File: src/hw/rtl/tswqa_pkg.sv
`default_nettype none
package tswqa_pkg;

  // Grant limit per dispatch request, and the width of a grant count up to it.
  localparam int MAX_GRANTS = 16;
  localparam int GRANT_W    = $clog2(MAX_GRANTS + 1);

  // Configuration port geometry.
  localparam int CFG_IDX_W  = 3;
  localparam int CFG_DATA_W = 64;

  localparam int CREDIT_W = 3;
  localparam int COUNT_W  = 16;

  // Command codes.
  localparam logic CMD_TEMP     = 1'b0;
  localparam logic CMD_DISPATCH = 1'b1;

  // Queue codes.
  localparam logic QUEUE_FAST   = 1'b0;
  localparam logic QUEUE_NORMAL = 1'b1;

  // Register indexes on the configuration port.
  typedef enum logic [CFG_IDX_W-1:0] {
    REG_ZONE_FILTER = 3'd0,
    REG_GUARD_NS    = 3'd1,
    REG_RISE_WARM   = 3'd2,
    REG_RISE_HOT    = 3'd3,
    REG_RISE_CRIT   = 3'd4,
    REG_FALL_COOL   = 3'd5,
    REG_FALL_WARM   = 3'd6,
    REG_FALL_HOT    = 3'd7
  } cfg_reg_t;

  // Thermal stages.
  typedef enum logic [1:0] {
    STAGE_COOL = 2'd0,
    STAGE_WARM = 2'd1,
    STAGE_HOT  = 2'd2,
    STAGE_CRIT = 2'd3
  } stage_t;

  // Register reset values.
  localparam logic signed [8:0] RST_ZONE_FILTER = -9'sd1;
  localparam logic [63:0]       RST_GUARD_NS    = 64'd5000000000;
  localparam logic signed [8:0] RST_RISE_WARM   = 9'sd67;
  localparam logic signed [8:0] RST_RISE_HOT    = 9'sd72;
  localparam logic signed [8:0] RST_RISE_CRIT   = 9'sd77;
  localparam logic signed [8:0] RST_FALL_COOL   = 9'sd64;
  localparam logic signed [8:0] RST_FALL_WARM   = 9'sd69;
  localparam logic signed [8:0] RST_FALL_HOT    = 9'sd74;

  typedef struct packed {
    logic signed [8:0] zone_filter;
    logic [63:0]       guard_ns;
    logic signed [8:0] rise_warm_c;
    logic signed [8:0] rise_hot_c;
    logic signed [8:0] rise_crit_c;
    logic signed [8:0] fall_cool_c;
    logic signed [8:0] fall_warm_c;
    logic signed [8:0] fall_hot_c;
  } cfg_t;

  // One result item.
  typedef struct packed {
    logic       granted;
    logic       queue_sel;
    logic       forced;
    logic [1:0] stage_now;
    logic       last;
  } result_t;

  // Operands of one arbitration step.
  typedef struct packed {
    logic [CREDIT_W-1:0] credit_fast;
    logic [CREDIT_W-1:0] credit_normal;
    logic [COUNT_W-1:0]  fast_cnt;
    logic [COUNT_W-1:0]  normal_cnt;
    stage_t              stage;
    logic                force_first;
  } step_in_t;

  // Outcome of one arbitration step.
  typedef struct packed {
    logic                grant;
    logic                queue;
    logic                forced;
    logic [CREDIT_W-1:0] credit_fast;
    logic [CREDIT_W-1:0] credit_normal;
    logic [COUNT_W-1:0]  fast_cnt;
    logic [COUNT_W-1:0]  normal_cnt;
  } step_out_t;

  // Credit reload ratio of the fast queue per stage.
  function automatic logic [CREDIT_W-1:0] ratio_fast(stage_t s);
    case (s)
      STAGE_COOL: return 3'd5;
      STAGE_WARM: return 3'd7;
      STAGE_HOT:  return 3'd3;
      default:    return 3'd1;
    endcase
  endfunction

  // Credit reload ratio of the normal queue per stage.
  function automatic logic [CREDIT_W-1:0] ratio_normal(stage_t s);
    case (s)
      STAGE_COOL: return 3'd3;
      STAGE_WARM: return 3'd3;
      STAGE_HOT:  return 3'd1;
      default:    return 3'd0;
    endcase
  endfunction

  // Burst cap of a stage, limited by the overall grant limit.
  function automatic logic [GRANT_W-1:0] grant_cap(stage_t s);
    logic [6:0] c;
    case (s)
      STAGE_COOL: c = 7'd16;
      STAGE_WARM: c = 7'd8;
      STAGE_HOT:  c = 7'd4;
      default:    c = 7'd2;
    endcase
    if (c > 7'(MAX_GRANTS)) return GRANT_W'(MAX_GRANTS);
    return GRANT_W'(c);
  endfunction

  // Threshold in whole degrees scaled to millidegrees.
  function automatic logic signed [31:0] thr_mc(logic signed [8:0] deg);
    logic signed [31:0] wide;
    wide = 32'(deg);
    return wide * 32'sd1000;
  endfunction

endpackage
`default_nettype wire

File: src/hw/rtl/tswqa_in_if.sv
`default_nettype none
interface tswqa_in_if;
  logic               valid;
  logic               ready;
  logic               cmd;
  logic [7:0]         zone_id;
  logic signed [31:0] temp_mc;
  logic [15:0]        free_slots;
  logic [15:0]        fast_count;
  logic [15:0]        normal_count;
  logic [63:0]        time_ns;

  modport source (
    output valid, cmd, zone_id, temp_mc, free_slots, fast_count, normal_count, time_ns,
    input  ready
  );
  modport sink (
    input  valid, cmd, zone_id, temp_mc, free_slots, fast_count, normal_count, time_ns,
    output ready
  );
endinterface
`default_nettype wire

File: src/hw/rtl/tswqa_out_if.sv
`default_nettype none
interface tswqa_out_if;
  logic       valid;
  logic       ready;
  logic       granted;
  logic       queue_sel;
  logic       forced;
  logic [1:0] stage_now;
  logic       last;

  modport source (
    output valid, granted, queue_sel, forced, stage_now, last,
    input  ready
  );
  modport sink (
    input  valid, granted, queue_sel, forced, stage_now, last,
    output ready
  );
endinterface
`default_nettype wire

File: src/hw/rtl/tswqa_cfg_regs.sv
`default_nettype none
module tswqa_cfg_regs (
  input  logic                             clk,
  input  logic                             rst_n,
  input  logic                             cfg_we,
  input  logic [tswqa_pkg::CFG_IDX_W-1:0]  cfg_idx,
  input  logic [tswqa_pkg::CFG_DATA_W-1:0] cfg_data,
  output tswqa_pkg::cfg_t                  cfg
);
  import tswqa_pkg::*;

  cfg_t cfg_r;
  cfg_t cfg_nxt;

  // Decode the register index and truncate the data to the register width.
  always_comb begin
    cfg_nxt = cfg_r;
    if (cfg_we) begin
      case (cfg_reg_t'(cfg_idx))
        REG_ZONE_FILTER: cfg_nxt.zone_filter = cfg_data[8:0];
        REG_GUARD_NS:    cfg_nxt.guard_ns    = cfg_data;
        REG_RISE_WARM:   cfg_nxt.rise_warm_c = cfg_data[8:0];
        REG_RISE_HOT:    cfg_nxt.rise_hot_c  = cfg_data[8:0];
        REG_RISE_CRIT:   cfg_nxt.rise_crit_c = cfg_data[8:0];
        REG_FALL_COOL:   cfg_nxt.fall_cool_c = cfg_data[8:0];
        REG_FALL_WARM:   cfg_nxt.fall_warm_c = cfg_data[8:0];
        REG_FALL_HOT:    cfg_nxt.fall_hot_c  = cfg_data[8:0];
        default:         cfg_nxt = cfg_r;
      endcase
    end
  end

  always_ff @(posedge clk) begin
    if (!rst_n) begin
      cfg_r.zone_filter <= RST_ZONE_FILTER;
      cfg_r.guard_ns    <= RST_GUARD_NS;
      cfg_r.rise_warm_c <= RST_RISE_WARM;
      cfg_r.rise_hot_c  <= RST_RISE_HOT;
      cfg_r.rise_crit_c <= RST_RISE_CRIT;
      cfg_r.fall_cool_c <= RST_FALL_COOL;
      cfg_r.fall_warm_c <= RST_FALL_WARM;
      cfg_r.fall_hot_c  <= RST_FALL_HOT;
    end else begin
      cfg_r <= cfg_nxt;
    end
  end

  assign cfg = cfg_r;

endmodule
`default_nettype wire

File: src/hw/rtl/tswqa_thermal.sv
`default_nettype none
module tswqa_thermal (
  input  tswqa_pkg::cfg_t   cfg,
  input  tswqa_pkg::stage_t stage,
  input  logic [7:0]        zone_id,
  input  logic signed [31:0] temp_mc,
  output logic              zone_ok,
  output tswqa_pkg::stage_t stage_next
);
  import tswqa_pkg::*;

  // A negative filter accepts every zone.
  assign zone_ok = cfg.zone_filter[8] || (cfg.zone_filter[7:0] == zone_id);

  // Move at most one level, with separate rising and falling thresholds.
  always_comb begin
    case (stage)
      STAGE_COOL: begin
        stage_next = (temp_mc >= thr_mc(cfg.rise_warm_c)) ? STAGE_WARM : STAGE_COOL;
      end
      STAGE_WARM: begin
        if (temp_mc >= thr_mc(cfg.rise_hot_c)) begin
          stage_next = STAGE_HOT;
        end else if (temp_mc < thr_mc(cfg.fall_cool_c)) begin
          stage_next = STAGE_COOL;
        end else begin
          stage_next = STAGE_WARM;
        end
      end
      STAGE_HOT: begin
        if (temp_mc >= thr_mc(cfg.rise_crit_c)) begin
          stage_next = STAGE_CRIT;
        end else if (temp_mc < thr_mc(cfg.fall_warm_c)) begin
          stage_next = STAGE_WARM;
        end else begin
          stage_next = STAGE_HOT;
        end
      end
      default: begin
        stage_next = (temp_mc < thr_mc(cfg.fall_hot_c)) ? STAGE_HOT : STAGE_CRIT;
      end
    endcase
  end

endmodule
`default_nettype wire

File: src/hw/rtl/tswqa_credit_unit.sv
`default_nettype none
module tswqa_credit_unit (
  input  tswqa_pkg::step_in_t  step_in,
  output tswqa_pkg::step_out_t step_out
);
  import tswqa_pkg::*;

  logic [CREDIT_W-1:0] cf;
  logic [CREDIT_W-1:0] cn;
  logic                q_pref;
  logic                q_try;
  logic                pref_ok;
  logic                try_ok;

  always_comb begin
    // Reload both credits from the stage ratio once both are spent.
    if (step_in.credit_fast == '0 && step_in.credit_normal == '0) begin
      cf = ratio_fast(step_in.stage);
      cn = ratio_normal(step_in.stage);
    end else begin
      cf = step_in.credit_fast;
      cn = step_in.credit_normal;
    end

    // Prefer the queue with more credit (the fast queue on a tie), fall back to the other one.
    q_pref  = (cf >= cn) ? QUEUE_FAST : QUEUE_NORMAL;
    pref_ok = (q_pref == QUEUE_NORMAL) ? (cn != '0 && step_in.normal_cnt != '0)
                                       : (cf != '0 && step_in.fast_cnt != '0);
    q_try   = pref_ok ? q_pref : ~q_pref;
    try_ok  = (q_try == QUEUE_NORMAL) ? (cn != '0 && step_in.normal_cnt != '0)
                                      : (cf != '0 && step_in.fast_cnt != '0);

    step_out.credit_fast   = cf;
    step_out.credit_normal = cn;
    step_out.fast_cnt      = step_in.fast_cnt;
    step_out.normal_cnt    = step_in.normal_cnt;
    step_out.forced        = 1'b0;
    step_out.queue         = QUEUE_FAST;
    step_out.grant         = 1'b0;

    if (step_in.force_first && step_in.normal_cnt != '0) begin
      // Starvation guard: serve the normal queue, take a credit if one is left.
      step_out.grant      = 1'b1;
      step_out.forced     = 1'b1;
      step_out.queue      = QUEUE_NORMAL;
      step_out.normal_cnt = step_in.normal_cnt - COUNT_W'(1);
      if (cn != '0) begin
        step_out.credit_normal = cn - CREDIT_W'(1);
      end
    end else if (try_ok) begin
      step_out.grant = 1'b1;
      step_out.queue = q_try;
      if (q_try == QUEUE_NORMAL) begin
        step_out.normal_cnt    = step_in.normal_cnt - COUNT_W'(1);
        step_out.credit_normal = cn - CREDIT_W'(1);
      end else begin
        step_out.fast_cnt    = step_in.fast_cnt - COUNT_W'(1);
        step_out.credit_fast = cf - CREDIT_W'(1);
      end
    end
  end

endmodule
`default_nettype wire

File: src/hw/rtl/thermal_staged_weighted_queue_arbiter.sv
// Temperature event: the accepted request moves to the event step, which loads the result
// and returns to idle, where the next request can be taken.
// Dispatch request: one setup step, one arbitration step per grant, one step that ends the
// burst and one closing step, which loads the final result and returns to idle, where the
// next request is taken. Output stalls hold the event, grant and closing steps.
// Reset (rst_n low, synchronous): cool stage, credits zero, defaults.
`default_nettype none
module thermal_staged_weighted_queue_arbiter (
  input  logic                             clk,
  input  logic                             rst_n,
  tswqa_in_if.sink                         in_ch,
  tswqa_out_if.source                      out_ch,
  input  logic                             cfg_we,
  input  logic [tswqa_pkg::CFG_IDX_W-1:0]  cfg_idx,
  input  logic [tswqa_pkg::CFG_DATA_W-1:0] cfg_data
);
  import tswqa_pkg::*;

  typedef enum logic [4:0] {
    ST_IDLE  = 5'b00001,
    ST_EVENT = 5'b00010,
    ST_SETUP = 5'b00100,
    ST_GRANT = 5'b01000,
    ST_FLUSH = 5'b10000
  } seq_state_t;

  cfg_t       cfg;
  seq_state_t state_r, state_nxt;
  stage_t     stage_r, stage_nxt;
  logic [CREDIT_W-1:0] cf_r, cf_nxt;
  logic [CREDIT_W-1:0] cn_r, cn_nxt;
  logic [63:0]         lnt_r, lnt_nxt;

  // Latched request.
  logic [7:0]          zone_r, zone_nxt;
  logic signed [31:0]  temp_r, temp_nxt;
  logic [COUNT_W-1:0]  slots_r, slots_nxt;
  logic [COUNT_W-1:0]  fcnt_r, fcnt_nxt;
  logic [COUNT_W-1:0]  ncnt_r, ncnt_nxt;
  logic [63:0]         time_r, time_nxt;

  // Dispatch progress.
  logic [GRANT_W-1:0]  budget_r, budget_nxt;
  logic [GRANT_W-1:0]  n_r, n_nxt;
  logic                force_r, force_nxt;
  result_t             pend_r, pend_nxt;
  logic                pend_v_r, pend_v_nxt;

  // Output register.
  result_t             out_r, out_nxt;
  logic                out_valid_r, out_valid_nxt;
  logic                out_load;
  logic                adv;

  logic                zone_ok;
  stage_t              stage_next;
  stage_t              ev_stage;
  step_in_t            step_in;
  step_out_t           step_out;
  logic [63:0]         waited;
  logic [GRANT_W-1:0]  cap;

  tswqa_cfg_regs u_cfg (
    .clk      (clk),
    .rst_n    (rst_n),
    .cfg_we   (cfg_we),
    .cfg_idx  (cfg_idx),
    .cfg_data (cfg_data),
    .cfg      (cfg)
  );

  tswqa_thermal u_thermal (
    .cfg        (cfg),
    .stage      (stage_r),
    .zone_id    (zone_r),
    .temp_mc    (temp_r),
    .zone_ok    (zone_ok),
    .stage_next (stage_next)
  );

  // The step unit works on the live credits and working counts.
  assign step_in.credit_fast   = cf_r;
  assign step_in.credit_normal = cn_r;
  assign step_in.fast_cnt      = fcnt_r;
  assign step_in.normal_cnt    = ncnt_r;
  assign step_in.stage         = stage_r;
  assign step_in.force_first   = force_r && (n_r == '0);

  tswqa_credit_unit u_step (
    .step_in  (step_in),
    .step_out (step_out)
  );

  assign adv      = !out_valid_r || out_ch.ready;
  assign ev_stage = zone_ok ? stage_next : stage_r;
  assign waited   = time_r - lnt_r;
  assign cap      = grant_cap(stage_r);

  // Sequencer.
  always_comb begin
    state_nxt  = state_r;
    stage_nxt  = stage_r;
    cf_nxt     = cf_r;
    cn_nxt     = cn_r;
    lnt_nxt    = lnt_r;
    zone_nxt   = zone_r;
    temp_nxt   = temp_r;
    slots_nxt  = slots_r;
    fcnt_nxt   = fcnt_r;
    ncnt_nxt   = ncnt_r;
    time_nxt   = time_r;
    budget_nxt = budget_r;
    n_nxt      = n_r;
    force_nxt  = force_r;
    pend_nxt   = pend_r;
    pend_v_nxt = pend_v_r;
    out_nxt    = out_r;
    out_load   = 1'b0;

    case (state_r)
      ST_IDLE: begin
        if (in_ch.valid) begin
          zone_nxt  = in_ch.zone_id;
          temp_nxt  = in_ch.temp_mc;
          slots_nxt = in_ch.free_slots;
          fcnt_nxt  = in_ch.fast_count;
          ncnt_nxt  = in_ch.normal_count;
          time_nxt  = in_ch.time_ns;
          state_nxt = (in_ch.cmd == CMD_DISPATCH) ? ST_SETUP : ST_EVENT;
        end
      end
      ST_EVENT: begin
        if (adv) begin
          if (ev_stage != stage_r) begin
            stage_nxt = ev_stage;
            cf_nxt    = '0;
            cn_nxt    = '0;
          end
          out_load          = 1'b1;
          out_nxt.granted   = 1'b0;
          out_nxt.queue_sel = QUEUE_FAST;
          out_nxt.forced    = 1'b0;
          out_nxt.stage_now = ev_stage;
          out_nxt.last      = 1'b1;
          state_nxt         = ST_IDLE;
        end
      end
      ST_SETUP: begin
        // Budget and starvation guard; no grants are given with zero free slots.
        if (slots_r == '0) begin
          budget_nxt = '0;
          force_nxt  = 1'b0;
        end else begin
          budget_nxt = (slots_r < COUNT_W'(cap)) ? slots_r[GRANT_W-1:0] : cap;
          force_nxt  = (ncnt_r != '0) && (waited >= cfg.guard_ns);
          if ((ncnt_r != '0) && (waited >= cfg.guard_ns)) begin
            lnt_nxt = time_r;
          end
        end
        n_nxt      = '0;
        pend_v_nxt = 1'b0;
        state_nxt  = ST_GRANT;
      end
      ST_GRANT: begin
        if (adv) begin
          if (n_r < budget_r) begin
            cf_nxt = step_out.credit_fast;
            cn_nxt = step_out.credit_normal;
            if (step_out.grant) begin
              fcnt_nxt = step_out.fast_cnt;
              ncnt_nxt = step_out.normal_cnt;
              // The held grant is known not to be the final one now.
              if (pend_v_r) begin
                out_load      = 1'b1;
                out_nxt       = pend_r;
                out_nxt.last  = 1'b0;
              end
              pend_nxt.granted   = 1'b1;
              pend_nxt.queue_sel = step_out.queue;
              pend_nxt.forced    = step_out.forced;
              pend_nxt.stage_now = stage_r;
              pend_nxt.last      = 1'b0;
              pend_v_nxt         = 1'b1;
              n_nxt              = n_r + GRANT_W'(1);
            end else begin
              state_nxt = ST_FLUSH;
            end
          end else begin
            state_nxt = ST_FLUSH;
          end
        end
      end
      ST_FLUSH: begin
        // Release the held grant as final, or a lone empty result.
        if (adv) begin
          out_load = 1'b1;
          if (pend_v_r) begin
            out_nxt = pend_r;
          end else begin
            out_nxt.granted   = 1'b0;
            out_nxt.queue_sel = QUEUE_FAST;
            out_nxt.forced    = 1'b0;
            out_nxt.stage_now = stage_r;
          end
          out_nxt.last = 1'b1;
          pend_v_nxt   = 1'b0;
          state_nxt    = ST_IDLE;
        end
      end
      default: begin
        state_nxt = ST_IDLE;
      end
    endcase

    if (out_load) begin
      out_valid_nxt = 1'b1;
    end else if (out_ch.ready) begin
      out_valid_nxt = 1'b0;
    end else begin
      out_valid_nxt = out_valid_r;
    end
  end

  // Control state.
  always_ff @(posedge clk) begin
    if (!rst_n) begin
      state_r     <= ST_IDLE;
      stage_r     <= STAGE_COOL;
      cf_r        <= '0;
      cn_r        <= '0;
      lnt_r       <= '0;
      budget_r    <= '0;
      n_r         <= '0;
      force_r     <= 1'b0;
      pend_v_r    <= 1'b0;
      out_valid_r <= 1'b0;
    end else begin
      state_r     <= state_nxt;
      stage_r     <= stage_nxt;
      cf_r        <= cf_nxt;
      cn_r        <= cn_nxt;
      lnt_r       <= lnt_nxt;
      budget_r    <= budget_nxt;
      n_r         <= n_nxt;
      force_r     <= force_nxt;
      pend_v_r    <= pend_v_nxt;
      out_valid_r <= out_valid_nxt;
    end
  end

  // Payload registers.
  always_ff @(posedge clk) begin
    zone_r  <= zone_nxt;
    temp_r  <= temp_nxt;
    slots_r <= slots_nxt;
    fcnt_r  <= fcnt_nxt;
    ncnt_r  <= ncnt_nxt;
    time_r  <= time_nxt;
    pend_r  <= pend_nxt;
    out_r   <= out_nxt;
  end

  assign in_ch.ready      = (state_r == ST_IDLE);
  assign out_ch.valid     = out_valid_r;
  assign out_ch.granted   = out_r.granted;
  assign out_ch.queue_sel = out_r.queue_sel;
  assign out_ch.forced    = out_r.forced;
  assign out_ch.stage_now = out_r.stage_now;
  assign out_ch.last      = out_r.last;

  // The grant count never passes the budget of the request.
  a_n_in_budget: assert property (@(posedge clk) disable iff (!rst_n)
    n_r <= budget_r)
    else $error("grant count exceeds budget");

  // An accepted request starts either an event or a dispatch.
  a_accept_start: assert property (@(posedge clk) disable iff (!rst_n)
    (in_ch.valid && in_ch.ready) |=> (state_r == ST_SETUP || state_r == ST_EVENT))
    else $error("accepted request did not start");

  // The closing step always presents a final result.
  a_flush_last: assert property (@(posedge clk) disable iff (!rst_n)
    (state_r == ST_FLUSH && adv) |=> (out_valid_r && out_r.last))
    else $error("closing step left no final result");

  // The stage moves only on a temperature event.
  a_stage_hold: assert property (@(posedge clk) disable iff (!rst_n)
    (state_r != ST_EVENT) |=> $stable(stage_r))
    else $error("stage changed outside a temperature event");

  // A held grant exists only while a dispatch is being arbitrated.
  a_pend_scope: assert property (@(posedge clk) disable iff (!rst_n)
    pend_v_r |-> (state_r == ST_GRANT || state_r == ST_FLUSH))
    else $error("held grant outside dispatch");

endmodule
`default_nettype wire

File: src/flat_wrapper.sv
// flat-port wrapper written by rule: the top's interface ports become plain ports
module thermal_staged_weighted_queue_arbiter_flat import tswqa_pkg::*;
  (clk, rst_n, cfg_we, cfg_idx, cfg_data, in_ch_valid, in_ch_cmd, in_ch_zone_id, in_ch_temp_mc, in_ch_free_slots, in_ch_fast_count, in_ch_normal_count, in_ch_time_ns, in_ch_ready, out_ch_valid, out_ch_granted, out_ch_queue_sel, out_ch_forced, out_ch_stage_now, out_ch_last, out_ch_ready);
  tswqa_in_if in_ch_i ();
  tswqa_out_if out_ch_i ();
  input  logic clk;
  input  logic rst_n;
  input  logic cfg_we;
  input  logic [tswqa_pkg::CFG_IDX_W-1:0] cfg_idx;
  input  logic [tswqa_pkg::CFG_DATA_W-1:0] cfg_data;
  input wire logic [$bits(in_ch_i.valid)-1:0] in_ch_valid;
  input wire logic [$bits(in_ch_i.cmd)-1:0] in_ch_cmd;
  input wire logic [$bits(in_ch_i.zone_id)-1:0] in_ch_zone_id;
  input wire logic [$bits(in_ch_i.temp_mc)-1:0] in_ch_temp_mc;
  input wire logic [$bits(in_ch_i.free_slots)-1:0] in_ch_free_slots;
  input wire logic [$bits(in_ch_i.fast_count)-1:0] in_ch_fast_count;
  input wire logic [$bits(in_ch_i.normal_count)-1:0] in_ch_normal_count;
  input wire logic [$bits(in_ch_i.time_ns)-1:0] in_ch_time_ns;
  output wire logic [$bits(in_ch_i.ready)-1:0] in_ch_ready;
  output wire logic [$bits(out_ch_i.valid)-1:0] out_ch_valid;
  output wire logic [$bits(out_ch_i.granted)-1:0] out_ch_granted;
  output wire logic [$bits(out_ch_i.queue_sel)-1:0] out_ch_queue_sel;
  output wire logic [$bits(out_ch_i.forced)-1:0] out_ch_forced;
  output wire logic [$bits(out_ch_i.stage_now)-1:0] out_ch_stage_now;
  output wire logic [$bits(out_ch_i.last)-1:0] out_ch_last;
  input wire logic [$bits(out_ch_i.ready)-1:0] out_ch_ready;
  assign in_ch_i.valid = in_ch_valid;
  assign in_ch_i.cmd = in_ch_cmd;
  assign in_ch_i.zone_id = in_ch_zone_id;
  assign in_ch_i.temp_mc = in_ch_temp_mc;
  assign in_ch_i.free_slots = in_ch_free_slots;
  assign in_ch_i.fast_count = in_ch_fast_count;
  assign in_ch_i.normal_count = in_ch_normal_count;
  assign in_ch_i.time_ns = in_ch_time_ns;
  assign in_ch_ready = in_ch_i.ready;
  assign out_ch_valid = out_ch_i.valid;
  assign out_ch_granted = out_ch_i.granted;
  assign out_ch_queue_sel = out_ch_i.queue_sel;
  assign out_ch_forced = out_ch_i.forced;
  assign out_ch_stage_now = out_ch_i.stage_now;
  assign out_ch_last = out_ch_i.last;
  assign out_ch_i.ready = out_ch_ready;
  thermal_staged_weighted_queue_arbiter u_core (.clk(clk), .rst_n(rst_n), .in_ch(in_ch_i), .out_ch(out_ch_i), .cfg_we(cfg_we), .cfg_idx(cfg_idx), .cfg_data(cfg_data));
endmodule
File: config.mk
export PLATFORM = sky130hd
export DESIGN_NAME = thermal_staged_weighted_queue_arbiter_flat
export DESIGN_NICKNAME = d
export VERILOG_FILES = /design/src/hw/rtl/tswqa_pkg.sv /design/src/hw/rtl/tswqa_in_if.sv /design/src/hw/rtl/tswqa_out_if.sv /design/src/hw/rtl/tswqa_cfg_regs.sv /design/src/hw/rtl/tswqa_thermal.sv /design/src/hw/rtl/tswqa_credit_unit.sv /design/src/hw/rtl/thermal_staged_weighted_queue_arbiter.sv /design/src/flat_wrapper.sv
export SDC_FILE = /design/constraint.sdc
export NUM_CORES = 1
export LEC_CHECK = 0
export BUFFER_PORTS_ARGS = -buffer_cell sky130_fd_sc_hd__buf_4
export CORE_MARGIN = 2
export CORE_UTILIZATION = 57
export CTS_BUF_LIST = sky130_fd_sc_hd__clkbuf_16
export DETAILED_ROUTE_END_ITERATION = 7
export HOLD_SLACK_MARGIN = 0.03
export PLACE_DENSITY = 0.89
export SKIP_LAST_GASP = 1
export SLEW_MARGIN = 40
export SYNTH_ARGS = -nofsm -noshare
export SYNTH_HDL_FRONTEND = slang
export SYNTH_SLANG_ARGS = --single-unit
File: constraint.sdc
create_clock -name clk -period 7.9 [get_ports clk]
set_input_delay 0.79 -clock clk [delete_from_list [all_inputs] [get_ports clk]]
set_output_delay 0.79 -clock clk [all_outputs]
set_load 0.05 [all_outputs]
==> metrics <==
global route total overflow=0; Setup Crit Path Kind=reg -> reg; CP startpoint kind=flop; die height=247 um; total track usage=0.269; Lkg Pwr=17.4 nW; CP Capture Type=flop; Hold Slack=363 ps; Area contributors post-synth=ha_1 (20%), edfxtp_1 (14%), dfxtp_1 (13%); Post-synth EDFFs=162; fill count=4402; Tightest Pin Transition=841 ps; detailed-route DRC error count=0; Finished Cell Area=37900 um2; r2r worst-path depth=31; # Max-Cap Violations=0; WHS Endpoint=u_core.time_r[26]; total power per unit cell area=174 nW/um2; Tmin final=7600 ps; Primary FF master, synth=dfxtp_1; DR vias=27098; Worst Clk Skew=22.7 ps; Avg Inst Size Synth=9.00 um2; min-delay src=in_ch_time_ns[26]; fin nets=4926; slowest stage delay, CP=560 ps; TritonCTS Buffers=44; die span in x=247 um; largest net degree at the start of global routing=141; Worst-path clk slew=60 ps; Max Fclk=132 MHz; vias in the first global route=27432; synthesized flop and latch total=379; first-pass detailed-route iteration total=5; Syn Std Cell Area=33600 um2; GP Congestion=0.918; GRT busiest layer=met2; Synth area leader=ha_1; die area=61000 um2; Post-Layout Cell Count=4781; core area=58700 um2; CP Max Fanout=5; deepest clock path buffer count=3; initial DRC count=1680; met2 usage=0.464; Placed Cells=4692; dpl cell area=36300 um2; floorplan row count=89; Layout area overhead=12.8%; final hold vios=0; GR Util met3=0.0399; data arrival time of the worst path=8100 ps; Post-synth ARST share=0; Unique masters post-synth=86; Final Setup Violations=0; antenna violations before repair=1; Initial Util=0.573; Final WS setup=297 ps; share of cells above drive strength 1=0.107; clock latency on the worst-skew pair=600 ps; wire per inst=17.3 um; worst vdd ir=0.156 mV; min-delay worst type=in -> reg; global-route wire length before repair=132000 um; Vias/cell=5.67; port bufs=232; Synth Net Count=4694; Seq/Total Area, Yosys=0.274; Worst Hold Path Cells=1; Root Buffer=clkbuf_16; CTS Hold Bufs=0; Final Max Slew Viols=0; post-synth top area share=0.202; I/O pin total=233; reg2reg start=u_core.u_cfg.cfg[30]; reg2reg end=u_core.cf_r[1]; dpl ws=-92.6 ps; Syn Inst Count=3740; ANT nets after route=0; Ys Warns=0; final worst-path cycle share=0.962; Critical-path top delay cell=fa_1; setup TNS=0 ps; Sink Count=379; H-tree depth=2; GR Util met1=0.328; Slew HR=0.439; CP required=8400 ps; Total Wirelength=82500 um; status=complete, no violations; FF-to-FF setup slack=300 ps; CTS tree=yes; HPWL after DPL=62000 um
==> per-layer routing <==
metal	part of all wire	routed length (um)	up-vias
met5	0	0	-
met4	0.048	3970	0
met3	0.066	5470	250
met2	0.48	39600	867
met1	0.41	33500	12840
li1	-	-	13141
==> critical path, delay by kind of cell, from the launching register on <==
family	cells	cell delay, ps
compound gates	15	2650
fa+ha+maj	6	2610
simple gates	3	920
buf+inv	5	480
flops	1	440
mux	1	230
xor+xnor	1	190
==> layout make-up <==
cell class                      count  area [um2]  share of cell area
Tap cell                          773         967              0.0255
Multi-Input combinational cell   2609       21800               0.574
Clock buffer                       44        1100              0.0290
Clock inverter                     37         284             0.00748
Timing Repair Buffer              278        2120              0.0559
Sequential cell                   379        9230               0.243
Antenna cell                        1        2.50           0.0000659
Inverter                          660        2480              0.0654
==> sequential cells by signal (all words and copies together) (netlist names), 2 cells and up <==
| register | count |
|---|---|
| u_core.lnt_r | 64 |
| u_core.zone_r | 8 |
| u_core.ncnt_r | 16 |
| u_core.cf_r | 3 |
| u_core.state_r | 5 |
| u_core.slots_r | 16 |
| u_core.time_r | 64 |
| u_core.n_r | 5 |
| u_core.pend_r | 4 |
| u_core.fcnt_r | 16 |
| u_core.temp_r | 32 |
| u_core.cn_r | 3 |
| u_core.budget_r | 5 |
| u_core.out_ch.stage_now | 2 |
| u_core.u_cfg.cfg | 127 |
| u_core.stage_r | 2 |
==> layout by cell type, fill, tap and decap left out, drive strengths merged, types with 32 or more instances in the layout <==
cell type	netlist	layout
xnor2	111	111
a21o	90	90
fa	187	187
a21oi	183	183
nor3	32	32
nor2b	36	36
dfxtp	217	217
nand2	441	441
ha	542	542
clkbuf	72	46
o21ai	163	163
nand2b	37	37
xor2	71	71
inv	659	671
a21boi	100	100
o211ai	42	42
o31ai	41	41
nor2	106	106
nand4	48	48
nand3	121	121
edfxtp	162	162
buf	20	276
==> worst max path at each step <==
stage,to,start,slack [ps],cells past startpoint
CTS,u_core.cn_r[2],u_core.u_cfg.cfg[23],30,35
global route,u_core.cn_r[0],u_core.u_cfg.cfg[50],-20,36
floorplan,u_core.cn_r[2],u_core.u_cfg.cfg[11],40,34
finish,u_core.cf_r[1],u_core.u_cfg.cfg[30],300,31
detailed placement,u_core.cn_r[2],u_core.u_cfg.cfg[14],-90,33
global placement,u_core.cn_r[2],u_core.u_cfg.cfg[14],100,33
==> metrics by stage <==
stage                      util  power, mW
after floorplan               -       3.99
after global placement    0.619       4.47
after detailed placement  0.619       4.60
after CTS                 0.643       6.59
after global routing      0.647       7.06
final                     0.647       6.61
==> cells in the mapped netlist (19+ instances only) <==
cell and number:
inv_1 658, ha_1 542, nand2_1 441, dfxtp_1 217, fa_1 187, a21oi_1 181, edfxtp_1 162, o21ai_0 156
nand3_1 121, xnor2_1 111, nor2_1 105, a21boi_0 99, a21o_1 90, clkbuf_1 71, xor2_1 71, nand4_1 48
o31ai_1 40, o211ai_1 39, nand2b_1 37, nor2b_1 36, nor3_1 31, o21bai_1 31, a211oi_1 26, nor4_1 19
==> what timing repair did <==
item	CTS	global route
resized for setup	6	46
pin swaps	1	13
setup buffers	0	7
setup endpoints to repair	5	10
==> power by group <==
group / switching (mW) / total (mW) / internal [mW]
combinational: 1.33 / 2.38 / 1.05
sequential: 0.112 / 2.27 / 2.16
clock: 0.871 / 1.97 / 1.09
total: 2.31 / 6.61 / 4.30
==> cell families (layout without fill, tap and decap cells) <==
| family | Yosys count | in the layout | synth area share |
|---|---|---|---|
| and+or+nand+nor | 922 | 922 | 0.128 |
| buffers and inverters | 752 | 1019 | 0.0851 |
| AOI/OAI and AO/OA | 766 | 766 | 0.150 |
| other | 0 | 1 | 0 |
| adders and majority gates | 729 | 729 | 0.313 |
| DFF | 379 | 379 | 0.274 |
| muxes | 10 | 10 | 0.00301 |
| xor gates and xnor gates | 182 | 182 | 0.0474 |
(Power assumes the default switching activity.)
